File: config.mk
export PLATFORM = sky130hd
export DESIGN_NAME = gregorian_calendar_date_keeper
export DESIGN_NICKNAME = d
export VERILOG_FILES = /design/src/hdl/gcdk_pkg.sv /design/src/hdl/gregorian_calendar_date_keeper.sv
export SDC_FILE = /design/constraint.sdc
export NUM_CORES = 1
export LEC_CHECK = 0
export BUFFER_PORTS_ARGS = -buffer_cell sky130_fd_sc_hd__buf_2
export CAP_MARGIN = 10
export CORE_ASPECT_RATIO = 0.9
export CORE_MARGIN = 2
export CORE_UTILIZATION = 50
export CTS_CLUSTER_SIZE = 28
export DETAILED_ROUTE_END_ITERATION = 10
export PLACE_DENSITY = 0.66
export SLEW_MARGIN = 20
export SYNTH_ARGS = -nofsm -noshare
export SYNTH_HDL_FRONTEND = slang
export SYNTH_SLANG_ARGS = --single-unit
export TNS_END_PERCENT = 30
File: constraint.sdc
create_clock -name clock -period 8.5 [get_ports clock]
set_input_delay 0.425 -clock clock [delete_from_list [all_inputs] [get_ports clock]]
set_output_delay 0.425 -clock clock [all_outputs]
set_load 0.01 [all_outputs]
File: src/hdl/gcdk_pkg.sv
// Shared constants and calendar tables for the Gregorian date keeper.
// Used by gregorian_calendar_date_keeper and its checker; depends on nothing.
`timescale 1ns / 1ps

package gcdk_pkg;

   // Parameter defaults
   localparam int MaxYearDefault  = 9999;
   localparam int AddWidthDefault = 16;

   // Fixed field widths of the item buses
   localparam int YearWidth     = 14;
   localparam int MonthWidth    = 4;
   localparam int DayWidth      = 5;
   localparam int AddFieldWidth = 16;
   localparam int OutSerialWidth = 22;
   localparam int ReqDataWidth  = 40;
   localparam int RspDataWidth  = 64;

   // Date after reset
   localparam int ResetYear   = 1970;
   localparam int ResetMonth  = 1;
   localparam int ResetDay    = 1;
   localparam int ResetSerial = 719163;
   localparam int ResetMod100 = 70;
   localparam int ResetMod400 = 370;

   // x / 100 == (x * Recip100) >> Recip100Shift for every x below 43690.
   localparam int Recip100      = 5243;
   localparam int Recip100Shift = 19;
   localparam int DaysPerYear   = 365;

   localparam logic [MonthWidth-1:0] MonthJan = 4'd1;
   localparam logic [MonthWidth-1:0] MonthFeb = 4'd2;
   localparam logic [MonthWidth-1:0] MonthDec = 4'd12;

   // Days in all months before month m of a common year.
   function automatic logic [8:0] days_before(input logic [MonthWidth-1:0] m);
      logic [8:0] r;
      case (m)
         4'd1:    r = 9'd0;
         4'd2:    r = 9'd31;
         4'd3:    r = 9'd59;
         4'd4:    r = 9'd90;
         4'd5:    r = 9'd120;
         4'd6:    r = 9'd151;
         4'd7:    r = 9'd181;
         4'd8:    r = 9'd212;
         4'd9:    r = 9'd243;
         4'd10:   r = 9'd273;
         4'd11:   r = 9'd304;
         4'd12:   r = 9'd334;
         default: r = 9'd0;
      endcase
      return r;
   endfunction

   // Days in month m; months outside 1..12 report 31.
   function automatic logic [DayWidth-1:0] month_days(input logic [MonthWidth-1:0] m,
                                                      input logic leap);
      logic [DayWidth-1:0] r;
      case (m) inside
         MonthFeb:                     r = leap ? 5'd29 : 5'd28;
         4'd4, 4'd6, 4'd9, 4'd11:      r = 5'd30;
         default:                      r = 5'd31;
      endcase
      return r;
   endfunction

endpackage

File: src/hdl/gregorian_calendar_date_keeper.sv
// Gregorian date keeper: stored date, serial day number and the sequencer
// that runs add-days and set-date items. Depends on gcdk_pkg.
`timescale 1ns / 1ps

// The block holds a date (reset 1970-01-01, serial day 719163, where
// 0001-01-01 is day 1) and runs one item at a time: req_tready is high only
// while the block is idle. An add-days item walks the date forward with a single
// compare-and-subtract unit, one month per cycle; 65535 days crosses at most
// about 2155 months. A rejected add-days item ends after its range check. A
// set-date item feeds one shared 14x13 multiplier that forms the year divisions
// and the serial number, then checks the date and compares it with the stored one.
// Each item returns exactly one result item, which waits on rsp_tvalid until
// taken; the next request is taken the cycle after that. Rejected items
// (zero days, a result past December 31 of MAX_YEAR, an illegal date, or a
// set date not later than the stored one) leave the date unchanged and report
// it with the accepted flag in rsp_tuser low.
module gregorian_calendar_date_keeper #(
   parameter int MAX_YEAR  = gcdk_pkg::MaxYearDefault,
   parameter int ADD_WIDTH = gcdk_pkg::AddWidthDefault
) (
   input  logic                              clock,
   input  logic                              reset,
   input  logic                              req_tvalid,
   output logic                              req_tready,
   // operation (0 = add days, 1 = set date)
   input  logic                              req_tuser,
   // new_year[13:0], new_month[17:14], new_day[22:18], days_to_add[38:23], zero
   input  logic [gcdk_pkg::ReqDataWidth-1:0] req_tdata,
   output logic                              rsp_tvalid,
   input  logic                              rsp_tready,
   // accepted
   output logic                              rsp_tuser,
   // cur_year[13:0], cur_month[17:14], cur_day[22:18], serial_day[44:23],
   // month_length[49:45], year_length[58:50], zero
   output logic [gcdk_pkg::RspDataWidth-1:0] rsp_tdata
);
   import gcdk_pkg::*;

   localparam int YearM1      = MAX_YEAR - 1;
   localparam int LimitSerial = YearM1 * 365 + YearM1 / 4 - YearM1 / 100 + YearM1 / 400 + 365;
   localparam int SerialWidth = $clog2(LimitSerial + 1);
   localparam int AddBits     = (ADD_WIDTH < AddFieldWidth) ? ADD_WIDTH : AddFieldWidth;
   localparam int DdWidth     = ((AddBits > DayWidth) ? AddBits : DayWidth) + 1;
   localparam int ProdWidth   = 27;

   typedef enum logic [8:0] {
      ST_IDLE    = 9'b000000001,
      ST_ADD_CHK = 9'b000000010,
      ST_ADD_RUN = 9'b000000100,
      ST_SET_Q1  = 9'b000001000,
      ST_SET_Q2  = 9'b000010000,
      ST_SET_Q3  = 9'b000100000,
      ST_SET_Q4  = 9'b001000000,
      ST_SET_SUM = 9'b010000000,
      ST_SET_CMP = 9'b100000000
   } state_type;

   // The response state is kept apart so that a result waits without
   // blocking the state encoding of the working sequence.
   state_type                  state_ff, state_in;
   logic                       resp_ff, resp_in;
   logic                       accepted_ff, accepted_in;

   logic [YearWidth-1:0]       ny_ff, ny_in;
   logic [MonthWidth-1:0]      nm_ff, nm_in;
   logic [DayWidth-1:0]        nd_ff, nd_in;
   logic [AddBits-1:0]         n_ff, n_in;

   logic [YearWidth-1:0]       year_ff, year_in;
   logic [MonthWidth-1:0]      month_ff, month_in;
   logic [DayWidth-1:0]        day_ff, day_in;
   logic [SerialWidth-1:0]     count_ff, count_in;
   logic [6:0]                 mod100_ff, mod100_in;
   logic [8:0]                 mod400_ff, mod400_in;

   logic [DdWidth-1:0]         dd_ff, dd_in;
   logic [ProdWidth-1:0]       prod_ff;
   logic [1:0]                 yq2_ff, yq2_in;
   logic [6:0]                 ymod100_ff, ymod100_in;
   logic [8:0]                 ymod400_ff, ymod400_in;
   logic [7:0]                 pq_ff, pq_in;
   logic [SerialWidth-1:0]     serial_ff, serial_in;
   logic                       legal_ff, legal_in;

   logic [YearWidth-1:0]       mul_a;
   logic [12:0]                mul_b;
   logic [ProdWidth-1:0]       mul_p;
   logic [YearWidth-1:0]       p_year;
   logic                       leap_cur;
   logic [DayWidth-1:0]        mlen_cur;
   logic [8:0]                 ylen_cur;
   logic [SerialWidth-1:0]     gap;
   logic [8:0]                 ymod400_new;
   logic                       leap_new;
   logic [ProdWidth-1:0]       serial_sum;
   logic [SerialWidth+OutSerialWidth-1:0] serial_wide;

   assign p_year   = ny_ff - 14'd1;
   assign leap_cur = ((year_ff[1:0] == 2'd0) && (mod100_ff != 7'd0)) || (mod400_ff == 9'd0);
   assign mlen_cur = month_days(month_ff, leap_cur);
   assign ylen_cur = leap_cur ? 9'd366 : 9'd365;
   assign gap      = SerialWidth'(LimitSerial) - count_ff;

   // Year remainders of the new year, from its quotient and remainder by 100.
   assign ymod400_new = 9'(ymod100_ff) + 9'(yq2_ff) * 9'd100;
   assign leap_new    = ((ny_ff[1:0] == 2'd0) && (ymod100_ff != 7'd0)) || (ymod400_new == 9'd0);
   assign serial_sum  = prod_ff + ProdWidth'(p_year[YearWidth-1:2]) - ProdWidth'(pq_ff)
                        + ProdWidth'(pq_ff[7:2]) + ProdWidth'(days_before(nm_ff))
                        + ProdWidth'(nd_ff)
                        + ProdWidth'(leap_new && (nm_ff > MonthFeb));

   // Shared multiplier operand selection.
   always_comb begin
      mul_a = '0;
      mul_b = '0;
      unique case (state_ff)
         ST_SET_Q1: begin
            mul_a = ny_ff;
            mul_b = 13'(Recip100);
         end
         ST_SET_Q2: begin
            mul_a = 14'(prod_ff[ProdWidth-1:Recip100Shift]);
            mul_b = 13'd100;
         end
         ST_SET_Q3: begin
            mul_a = p_year;
            mul_b = 13'(Recip100);
         end
         ST_SET_Q4: begin
            mul_a = p_year;
            mul_b = 13'(DaysPerYear);
         end
         default: begin
            mul_a = '0;
            mul_b = '0;
         end
      endcase
   end

   assign mul_p = ProdWidth'(mul_a) * ProdWidth'(mul_b);

   always_comb begin
      state_in    = state_ff;
      resp_in     = resp_ff;
      accepted_in = accepted_ff;
      ny_in       = ny_ff;
      nm_in       = nm_ff;
      nd_in       = nd_ff;
      n_in        = n_ff;
      year_in     = year_ff;
      month_in    = month_ff;
      day_in      = day_ff;
      count_in    = count_ff;
      mod100_in   = mod100_ff;
      mod400_in   = mod400_ff;
      dd_in       = dd_ff;
      yq2_in      = yq2_ff;
      ymod100_in  = ymod100_ff;
      ymod400_in  = ymod400_ff;
      pq_in       = pq_ff;
      serial_in   = serial_ff;
      legal_in    = legal_ff;

      unique case (state_ff)
         ST_IDLE: begin
            if (resp_ff) begin
               if (rsp_tready) begin
                  resp_in = 1'b0;
               end
            end else if (req_tvalid) begin
               ny_in       = req_tdata[13:0];
               nm_in       = req_tdata[17:14];
               nd_in       = req_tdata[22:18];
               n_in        = req_tdata[23 +: AddBits];
               accepted_in = 1'b0;
               state_in    = req_tuser ? ST_SET_Q1 : ST_ADD_CHK;
            end
         end
         ST_ADD_CHK: begin
            if ((n_ff != '0) && (count_ff <= SerialWidth'(LimitSerial))
                && (SerialWidth'(n_ff) <= gap)) begin
               dd_in       = DdWidth'(day_ff) + DdWidth'(n_ff);
               count_in    = count_ff + SerialWidth'(n_ff);
               accepted_in = 1'b1;
               state_in    = ST_ADD_RUN;
            end else begin
               resp_in  = 1'b1;
               state_in = ST_IDLE;
            end
         end
         ST_ADD_RUN: begin
            // One month boundary per cycle.
            if (dd_ff > DdWidth'(mlen_cur)) begin
               dd_in = dd_ff - DdWidth'(mlen_cur);
               if (month_ff == MonthDec) begin
                  month_in  = MonthJan;
                  year_in   = year_ff + 14'd1;
                  mod100_in = (mod100_ff == 7'd99) ? 7'd0 : mod100_ff + 7'd1;
                  mod400_in = (mod400_ff == 9'd399) ? 9'd0 : mod400_ff + 9'd1;
               end else begin
                  month_in = month_ff + 4'd1;
               end
            end else begin
               day_in   = dd_ff[DayWidth-1:0];
               resp_in  = 1'b1;
               state_in = ST_IDLE;
            end
         end
         ST_SET_Q1: begin
            state_in = ST_SET_Q2;
         end
         ST_SET_Q2: begin
            yq2_in   = prod_ff[Recip100Shift+1:Recip100Shift];
            state_in = ST_SET_Q3;
         end
         ST_SET_Q3: begin
            ymod100_in = 7'(ny_ff - prod_ff[YearWidth-1:0]);
            state_in   = ST_SET_Q4;
         end
         ST_SET_Q4: begin
            pq_in    = prod_ff[Recip100Shift+7:Recip100Shift];
            state_in = ST_SET_SUM;
         end
         ST_SET_SUM: begin
            ymod400_in = ymod400_new;
            serial_in  = SerialWidth'(serial_sum);
            legal_in   = (ny_ff != '0) && (32'(ny_ff) <= 32'(MAX_YEAR))
                         && (nm_ff >= MonthJan) && (nm_ff <= MonthDec)
                         && (nd_ff != '0) && (nd_ff <= month_days(nm_ff, leap_new));
            state_in   = ST_SET_CMP;
         end
         ST_SET_CMP: begin
            if (legal_ff && (serial_ff > count_ff)) begin
               year_in     = ny_ff;
               month_in    = nm_ff;
               day_in      = nd_ff;
               count_in    = serial_ff;
               mod100_in   = ymod100_ff;
               mod400_in   = ymod400_ff;
               accepted_in = 1'b1;
            end
            resp_in  = 1'b1;
            state_in = ST_IDLE;
         end
         default: begin
            state_in = ST_IDLE;
         end
      endcase
   end

   always_ff @(posedge clock) begin
      if (reset) begin
         state_ff    <= ST_IDLE;
         resp_ff     <= 1'b0;
         accepted_ff <= 1'b0;
         year_ff     <= YearWidth'(ResetYear);
         month_ff    <= MonthWidth'(ResetMonth);
         day_ff      <= DayWidth'(ResetDay);
         count_ff    <= SerialWidth'(ResetSerial);
         mod100_ff   <= 7'(ResetMod100);
         mod400_ff   <= 9'(ResetMod400);
      end else begin
         state_ff    <= state_in;
         resp_ff     <= resp_in;
         accepted_ff <= accepted_in;
         year_ff     <= year_in;
         month_ff    <= month_in;
         day_ff      <= day_in;
         count_ff    <= count_in;
         mod100_ff   <= mod100_in;
         mod400_ff   <= mod400_in;
      end
   end

   always_ff @(posedge clock) begin
      ny_ff      <= ny_in;
      nm_ff      <= nm_in;
      nd_ff      <= nd_in;
      n_ff       <= n_in;
      dd_ff      <= dd_in;
      prod_ff    <= mul_p;
      yq2_ff     <= yq2_in;
      ymod100_ff <= ymod100_in;
      ymod400_ff <= ymod400_in;
      pq_ff      <= pq_in;
      serial_ff  <= serial_in;
      legal_ff   <= legal_in;
   end

   assign serial_wide = {{OutSerialWidth{1'b0}}, count_ff};

   assign req_tready = (state_ff == ST_IDLE) && !resp_ff;
   assign rsp_tvalid = resp_ff;
   assign rsp_tuser  = accepted_ff;
   assign rsp_tdata  = {5'd0, ylen_cur, mlen_cur, serial_wide[OutSerialWidth-1:0],
                        day_ff, month_ff, year_ff};

endmodule

==> run metrics, run 1 <==
status=finished clean; skew final=12.39 ps; Sw Share=35.41%; global-route wire length before repair=77,630 um; die span in x=210.0 um; setup_tns=0 ps; Yosys top cell area share=16.51%; final setup vio count=0; Psw=1.368 mW; EDFF count, synth=105; Clock power frac=28.3%; final worst-path setup slack=569.2 ps; Period minus WS final=7931 ps; Die Ht=189.4 um; Initial Util=50.95%; Detailed Route WL=48,110 um; max-slew violations=0; Filler cells=3,332; commonest non-fill, non-tap cell in the layout=inv_1; Flop pwr share=34.1%; Layout Cells excl Fill=2,651; DR vias=15,050; final net count=2,556; FMAX=0.1261 GHz; RSZ-0062 raised after global routing=no; clk buf depth=3; main area contributors after synthesis=edfxtp_1 (17%), ha_1 (16%), fa_1 (12%); combinational share of power=37.6%; cell type with the highest aggregate area in the netlist=edfxtp_1; area occupied by multi-input gates=12,280 um2; vias in the first global route=14,483; Slew Limit Headroom=34.83%; Setup CP Type=flip-flop to flip-flop; clock latency at the later pin of the worst-skew pair=560 ps; Int Power=2.496 mW; Tot GR Track Use=24.43%; post-route cell area=20,850 um2; Die Area=39,770 um2; Yosys warning total=0; cell row count=67; Placer Congestion=0.9095; Worst EP arrival=8380 ps; Avg Inst Size Synth=9.251 um2; number of library cell types mapped by synthesis=97; Power Density=185.3 nW/um2; Main synth FF type=dfxtp_1; sequential-to-total area share from yosys stat=27.84%; element type at the critical path start=flip-flop; Pwr Total=3.864 mW; # DRC=0; cts bufs inserted=26; DR iter-0 viols=1,110; TritonCTS clock tree=yes; post-synthesis cell count=2,064; Yosys reg bits=213; clock-pin slew on the worst setup and hold paths=60 ps; max-cap viol count=0; Post-Syn Area=19,090 um2; WP data required=8950 ps; VDD IR max=0.1481 mV; # hold bufs at CTS=0; FFs w/ async S/R, synth=0%; DR vias/cell=5.677; Placed Area=20,010 um2; Final HPWL DP=37,950 um; largest net degree at the start of global routing=91; layout cells sized above 1=9.372%; initial antenna violation count=2; area grow syn2layout=9.214%; Worst Hold Class=primary input to flip-flop; Placed Cells incl. Taps=2,601; Slew @ Worst Pin=977.6 ps; Period Utilization, post-route=93.30%; Fin. Hold Viols=0; Setup crit end kind=flip-flop; buffers added on ports=95; FF+latch area=5315 um2; DP Worst Slack=418.9 ps; Detailed Routing Iterations Pass 1=5; GRT overflow=0; drt wl/cell=18.15 um; CTS root buffer=clkbuf_16; most frequent cells in the layout=inv_1 (310), ha_1 (247), nor2_1 (164); CTS H-tree depth=1; critical path peak fanout=17; Pleak=9.832 nW; Ports=112; CTS sink count=213; post-route ant nets=0; core area=37,470 um2
[power groups by stage]
stage / Clock, mW / Combinational, mW / Sequential (mW)
2_1_floorplan: 0 / 1.16 / 1.30
3_3_place_gp: 0 / 1.41 / 1.33
3_5_place_dp: 0 / 1.45 / 1.34
4_1_cts: 1.12 / 1.46 / 1.31
5_1_grt: 1.16 / 1.67 / 1.32
6_report: 1.10 / 1.45 / 1.32
[final cells by class]
type / count / area share (%)
inverter: 317 / 5.706
tap: 483 / 2.898
sequential: 213 / 25.49
clock buffer: 29 / 3.174
antenna: 2 / 0.02400
multi-input combinational: 1473 / 58.87
timing repair buffer: 115 / 3.000
clock inverter: 19 / 0.8340
[critical path, stage by stage (launching register included)]
cell and delay [ps]:
dfxtp_1 370, nor4_1 480, nand4b_1 310, buf_4 290, o41ai_1 800, a21oi_2 250
or2_1 310, fa_1 490, fa_1 550, inv_1 50, fa_1 460, ha_1 300
inv_1 60, fa_1 540, inv_1 40, ha_1 350, o21a_1 200, o31a_1 140
o211ai_1 370, a41oi_1 320, and4_1 300, a2111oi_2 500, a21oi_1 170, xnor2_1 140
[per-layer routing]
| layer | GRT usage [%] | share of wire (%) | vias to the layer above |
|---|---|---|---|
| met3 | 3.632 | 6.0 | 79 |
| met2 | 39.38 | 46 | 433 |
| met1 | 34.66 | 46 | 7247 |
| li1 | - | - | 7291 |
| met4 | 5.783 | 2.2 | 0 |
| met5 | 0 | 0 | - |
[through the flow]
step / util [%] / hold slack [ps]
2_1_floorplan: - / 408.6
3_3_place_gp: 53.39 / 472.6
3_5_place_dp: 53.39 / 483.2
4_1_cts: 55.62 / 11.92
5_1_grt: 55.65 / 19.60
6_report: 55.65 / 43.00
[cells by family (layout without fill, tap and decap cells)]
group / Yosys count / after routing / share of synthesized area [%]
AO/OA/AOI/OAI: 435 / 435 / 15.17
XOR/XNOR: 124 / 124 / 5.688
adder cells (fa/ha/maj): 365 / 365 / 28.56
buffers and inverters: 391 / 480 / 8.257
flip-flops: 213 / 213 / 27.84
multiplexers: 17 / 17 / 1.029
other: 2 / 17 / 0.03933
AND/OR/NAND/NOR: 517 / 517 / 13.42
[Yosys cell counts, types with 5 or more instances]
master     number
o211ai_1       16
dfxtp_1       108
o2111ai_1       6
nor4_1         18
or2_2           6
buf_4          21
and3_1         24
nor3b_1         7
nand3_1        31
o21a_1         17
xnor2_1        90
nand3b_1        8
nor2_1        164
a31o_2          7
o31ai_1         7
a211o_1        10
or4_1           9
edfxtp_1      105
or3_1           9
buf_2          12
clkbuf_1       36
a41oi_1         7
mux2i_1        14
nand2b_1       12
a21o_1         37
o21bai_1        7
ha_1          247
fa_1          118
nor2b_1         9
a21oi_1       123
o31a_1         10
inv_2           5
o21ai_1         6
o21ai_0        77
a211oi_1       31
xor2_1         34
nor3_1         43
inv_1         311
nand4_1        20
a31oi_1        14
nand2_1       127
[repair_timing]
item                                    4_1_cts  5_1_grt
setup buffers                                 0        0
gates resized for setup                       0        1
endpoints found under the setup margin        0        1
[state kept, by name, indices dropped and copies added, names as in the netlist, 4 cells and up, named ones only]
signal      flops
ymod100_ff      7
ny_ff          14
day_ff          5
dd_ff          17
prod_ff        27
n_ff           16
count_ff       22
serial_ff      22
nm_ff           4
mod400_ff       9
mod100_ff       7
pq_ff           8
ymod400_ff      9
year_ff        14
nd_ff           5
month_ff        4
state_ff        9
[worst paths after layout]
path | to | slack, ps | start | depth (start not counted)
hold / removal | n_ff[8]$_DFFE_PP_ | 40 | req_tdata[31] | 1
hold reg to reg | year_ff[13]$_SDFFE_PP0P_ | 490 | year_ff[13]$_SDFFE_PP0P_ | 2
setup reg to reg | prod_ff[26]$_DFF_P_ | 570 | state_ff[0]$_SDFFE_PP1P_ | 23
setup / recovery | prod_ff[26]$_DFF_P_ | 570 | state_ff[0]$_SDFFE_PP1P_ | 23
(Power assumes the default switching activity.)
==> run 2: changes to the inputs <==
--- a/config.mk
+++ b/config.mk
@@ -10,9 +10,11 @@
 export CORE_ASPECT_RATIO = 0.9
 export CORE_MARGIN = 2
 export CORE_UTILIZATION = 50
+export CTS_BUF_LIST = sky130_fd_sc_hd__clkbuf_4 sky130_fd_sc_hd__clkbuf_8
 export CTS_CLUSTER_SIZE = 28
 export DETAILED_ROUTE_END_ITERATION = 10
 export PLACE_DENSITY = 0.66
+export SETUP_SLACK_MARGIN = 0.05
 export SLEW_MARGIN = 20
 export SYNTH_ARGS = -nofsm -noshare
 export SYNTH_HDL_FRONTEND = slang
==> run metrics, run 2 (synthesis results as in run 1) <==
status=finished clean; VDD IR max=0.1385 mV (-6.4%); Setup crit end kind=flip-flop; TritonCTS clock tree=yes; Die Area=39,770 um2 (unchanged); Tot GR Track Use=24.73% (+0.30 points); FF-to-FF setup slack=520 ps (-50 ps); CP max stage delay=810 ps (about the same); Worst EP arrival=8430 ps (+50 ps); Critical Path, Cell by Cell=nor4_1, nand4b_1, buf_4, o41ai_1, a21oi_2, or2_1, fa_1, fa_1, inv_1, fa_1, ha_1, inv_1, fa_1, inv_1, ha_1, o21a_1, o31a_1, o211ai_1, a41oi_1, and4_1, a2111oi_2, a21oi_1, xnor2_1; DR vias=15,212 (+1.1%); Ports=112 (unchanged); Placed Cells incl. Taps=2,601 (unchanged); Slew Limit Headroom=35.77% (+0.94 points); Final HPWL DP=37,950 um (unchanged); die span in x=210.0 um (unchanged); most frequent CP cell=fa_1; Slew @ Worst Pin=963.5 ps (-14.16 ps); max-cap viol count=0 (unchanged); cts bufs inserted=40 (+54%); max-slew violations=0 (unchanged); Flop pwr share=33.4% (-0.7 points); Psw=1.386 mW (+1.3%); hold_sp=req_tdata[8]; Pwr Total=3.936 mW (+1.9%); clk buf depth=3 (unchanged); final setup vio count=0 (unchanged); Detailed Routing Iterations Pass 1=5 (unchanged); largest net degree at the start of global routing=91 (unchanged); commonest non-fill, non-tap cell in the layout=inv_1; vias in the first global route=14,754 (+1.9%); area occupied by multi-input gates=12,280 um2 (unchanged); Int Power=2.551 mW (+2.2%); Period Utilization, post-route=93.88% (+0.58 points); Largest regs=prod_ff x27, count_ff x22, serial_ff x22; R2R Path End=prod_ff[26]$_DFF_P_; Sw Share=35.20% (-0.21 points); Power Density=186.6 nW/um2 (+0.68%); Worst Hold Class=primary input to flip-flop; DR iter-0 viols=1,187 (+6.9%); Detailed Route WL=48,690 um (+1.2%); global-route wire length before repair=78,360 um (+0.93%); Placer Congestion=0.9095 (unchanged); Crit-path slowest cell=o41ai_1; Period minus WS final=7980 ps (+49.27 ps); wire length on met1=22,090 um (-0.22%); DR vias/cell=5.647 (-0.54%); R2R Path Start=state_ff[0]$_SDFFE_PP1P_; Biggest register=prod_ff; core area=37,470 um2 (unchanged); combinational share of power=37.2% (-0.4 points); CTS H-tree depth=2 (+1); # DRC=0 (unchanged); Setup CP Type=flip-flop to flip-flop; Largest register FFs=27 (unchanged); cell row count=67 (unchanged); Fin. Hold Viols=0 (unchanged); Die Ht=189.4 um (unchanged); Layout Cells excl Fill=2,694 (+1.6%); reg2reg path depth=23 (unchanged); Core Util, Final=56.30% (+0.65 points); initial antenna violation count=2 (unchanged); Pleak=9.986 nW (+1.6%); area grow syn2layout=10.50%; drt wl/cell=18.07 um (-0.41%); Filler cells=3,323 (-0.27%); post-route ant nets=0 (unchanged); critical path peak fanout=17 (unchanged); GRT overflow=0 (unchanged); CTS sink count=213 (unchanged); Detail Route met2 WL=22,320 um (+1.3%); Initial Util=50.95% (unchanged); RSZ-0062 raised after global routing=no; Clock power frac=29.4% (+1.1 points); CTS root buffer=clkbuf_8; skew final=46.93 ps (+34.54 ps); most frequent cells in the layout=inv_1 (310), ha_1 (247), nor2_1 (164); Max Used Layer=met4; worst hold stages=1 (unchanged); WP data required=8950 ps (about the same); clock latency at the later pin of the worst-skew pair=590 ps (+30 ps); buffers added on ports=95 (unchanged); element type at the critical path start=flip-flop; FMAX=0.1253 GHz (-0.62%); clock-pin slew on the worst setup and hold paths=60 ps (about the same); FF+latch area=5315 um2 (unchanged); hold endpoint=ny_ff[8]$_DFFE_PP_; final net count=2,588 (+1.3%); setup_tns=0 ps (unchanged); met3 wire len=3173 um (+11%); layout cells sized above 1=10.46% (+1.1 points)
==> run 2: cell types whose count changed in the layout (fill, tap and decap cells not counted), moves of 4 or more <==
cell	before	now
clkbuf_16	26	0
dlygate4sd3_1	0	18
clkinv_2	3	11
bufinv_16	2	6
clkbuf_4	0	6
clkbuf_8	0	42
==> run 2: routing by layer <==
metal | global-route usage [%] | vias to the layer above
met4 | 6.465 | 0
met5 | 0 | -
met3 | 4.279 | 84
met2 | 39.92 | 435
li1 | - | 7358
met1 | 34.42 | 7335
==> run 2: timing repair <==
item,4_1_cts,5_1_grt
hold buffers,17,1
setup buffers,0,0
gates resized for setup,0,2
hold endpoints to repair,17,1
endpoints found under the setup margin,0,2
==> run 2: layout make-up <==
| type | instances | area share, % |
|---|---|---|
| Multi-Input combinational cell | 1473 | 58.19 |
| Sequential cell | 213 | 25.19 |
| Inverter | 317 | 5.640 |
| Timing Repair Buffer | 133 | 3.819 |
| Clock buffer | 48 | 2.953 |
| Tap cell | 483 | 2.864 |
| Clock inverter | 25 | 1.317 |
| Antenna cell | 2 | 0.02372 |
==> run 2: worst max-delay path by stage <==
stage                                   from             endpoint  slack (ps)  cells past startpoint
floorplan           state_ff[0]$_SDFFE_PP1P_  prod_ff[26]$_DFF_P_        1370                     21
detailed placement  state_ff[0]$_SDFFE_PP1P_  prod_ff[26]$_DFF_P_         420                     23
global route        state_ff[0]$_SDFFE_PP1P_  prod_ff[26]$_DFF_P_          90                     23
finish              state_ff[0]$_SDFFE_PP1P_  prod_ff[26]$_DFF_P_         520                     23
global placement    state_ff[0]$_SDFFE_PP1P_  prod_ff[26]$_DFF_P_         540                     23
CTS                 state_ff[0]$_SDFFE_PP1P_  prod_ff[26]$_DFF_P_         340                     23
==> run 2: stage by stage <==
step	setup slack [ps]	cell area, um2	hold slack (ps)
3_5_place_dp	418.9	20010	483.2
6_report	519.9	21100	32.88
2_1_floorplan	1370	19140	408.6
5_1_grt	90.42	21100	4.696
4_1_cts	336.9	21080	2.095
3_3_place_gp	538.8	20010	472.6
==> run 2: worst max-delay path: cells and delay by family, from the launching register on <==
kind | cells | cell delay (ps)
AO/OA/AOI/OAI | 8 | 2750
adder cells (fa/ha/maj) | 6 | 2700
AND/OR/NAND/NOR | 4 | 1440
buffers and inverters | 4 | 450
flip-flops | 1 | 370
XOR/XNOR | 1 | 140
==> run 2: power groups by stage <==
stage	Sequential [mW]	Clock, mW	Combinational (mW)
after floorplan	1.30	0	1.16
after global placement	1.33	0	1.41
after detailed placement	1.34	0	1.45
after CTS	1.31	1.18	1.47
after global routing	1.32	1.22	1.67
final	1.32	1.16	1.46
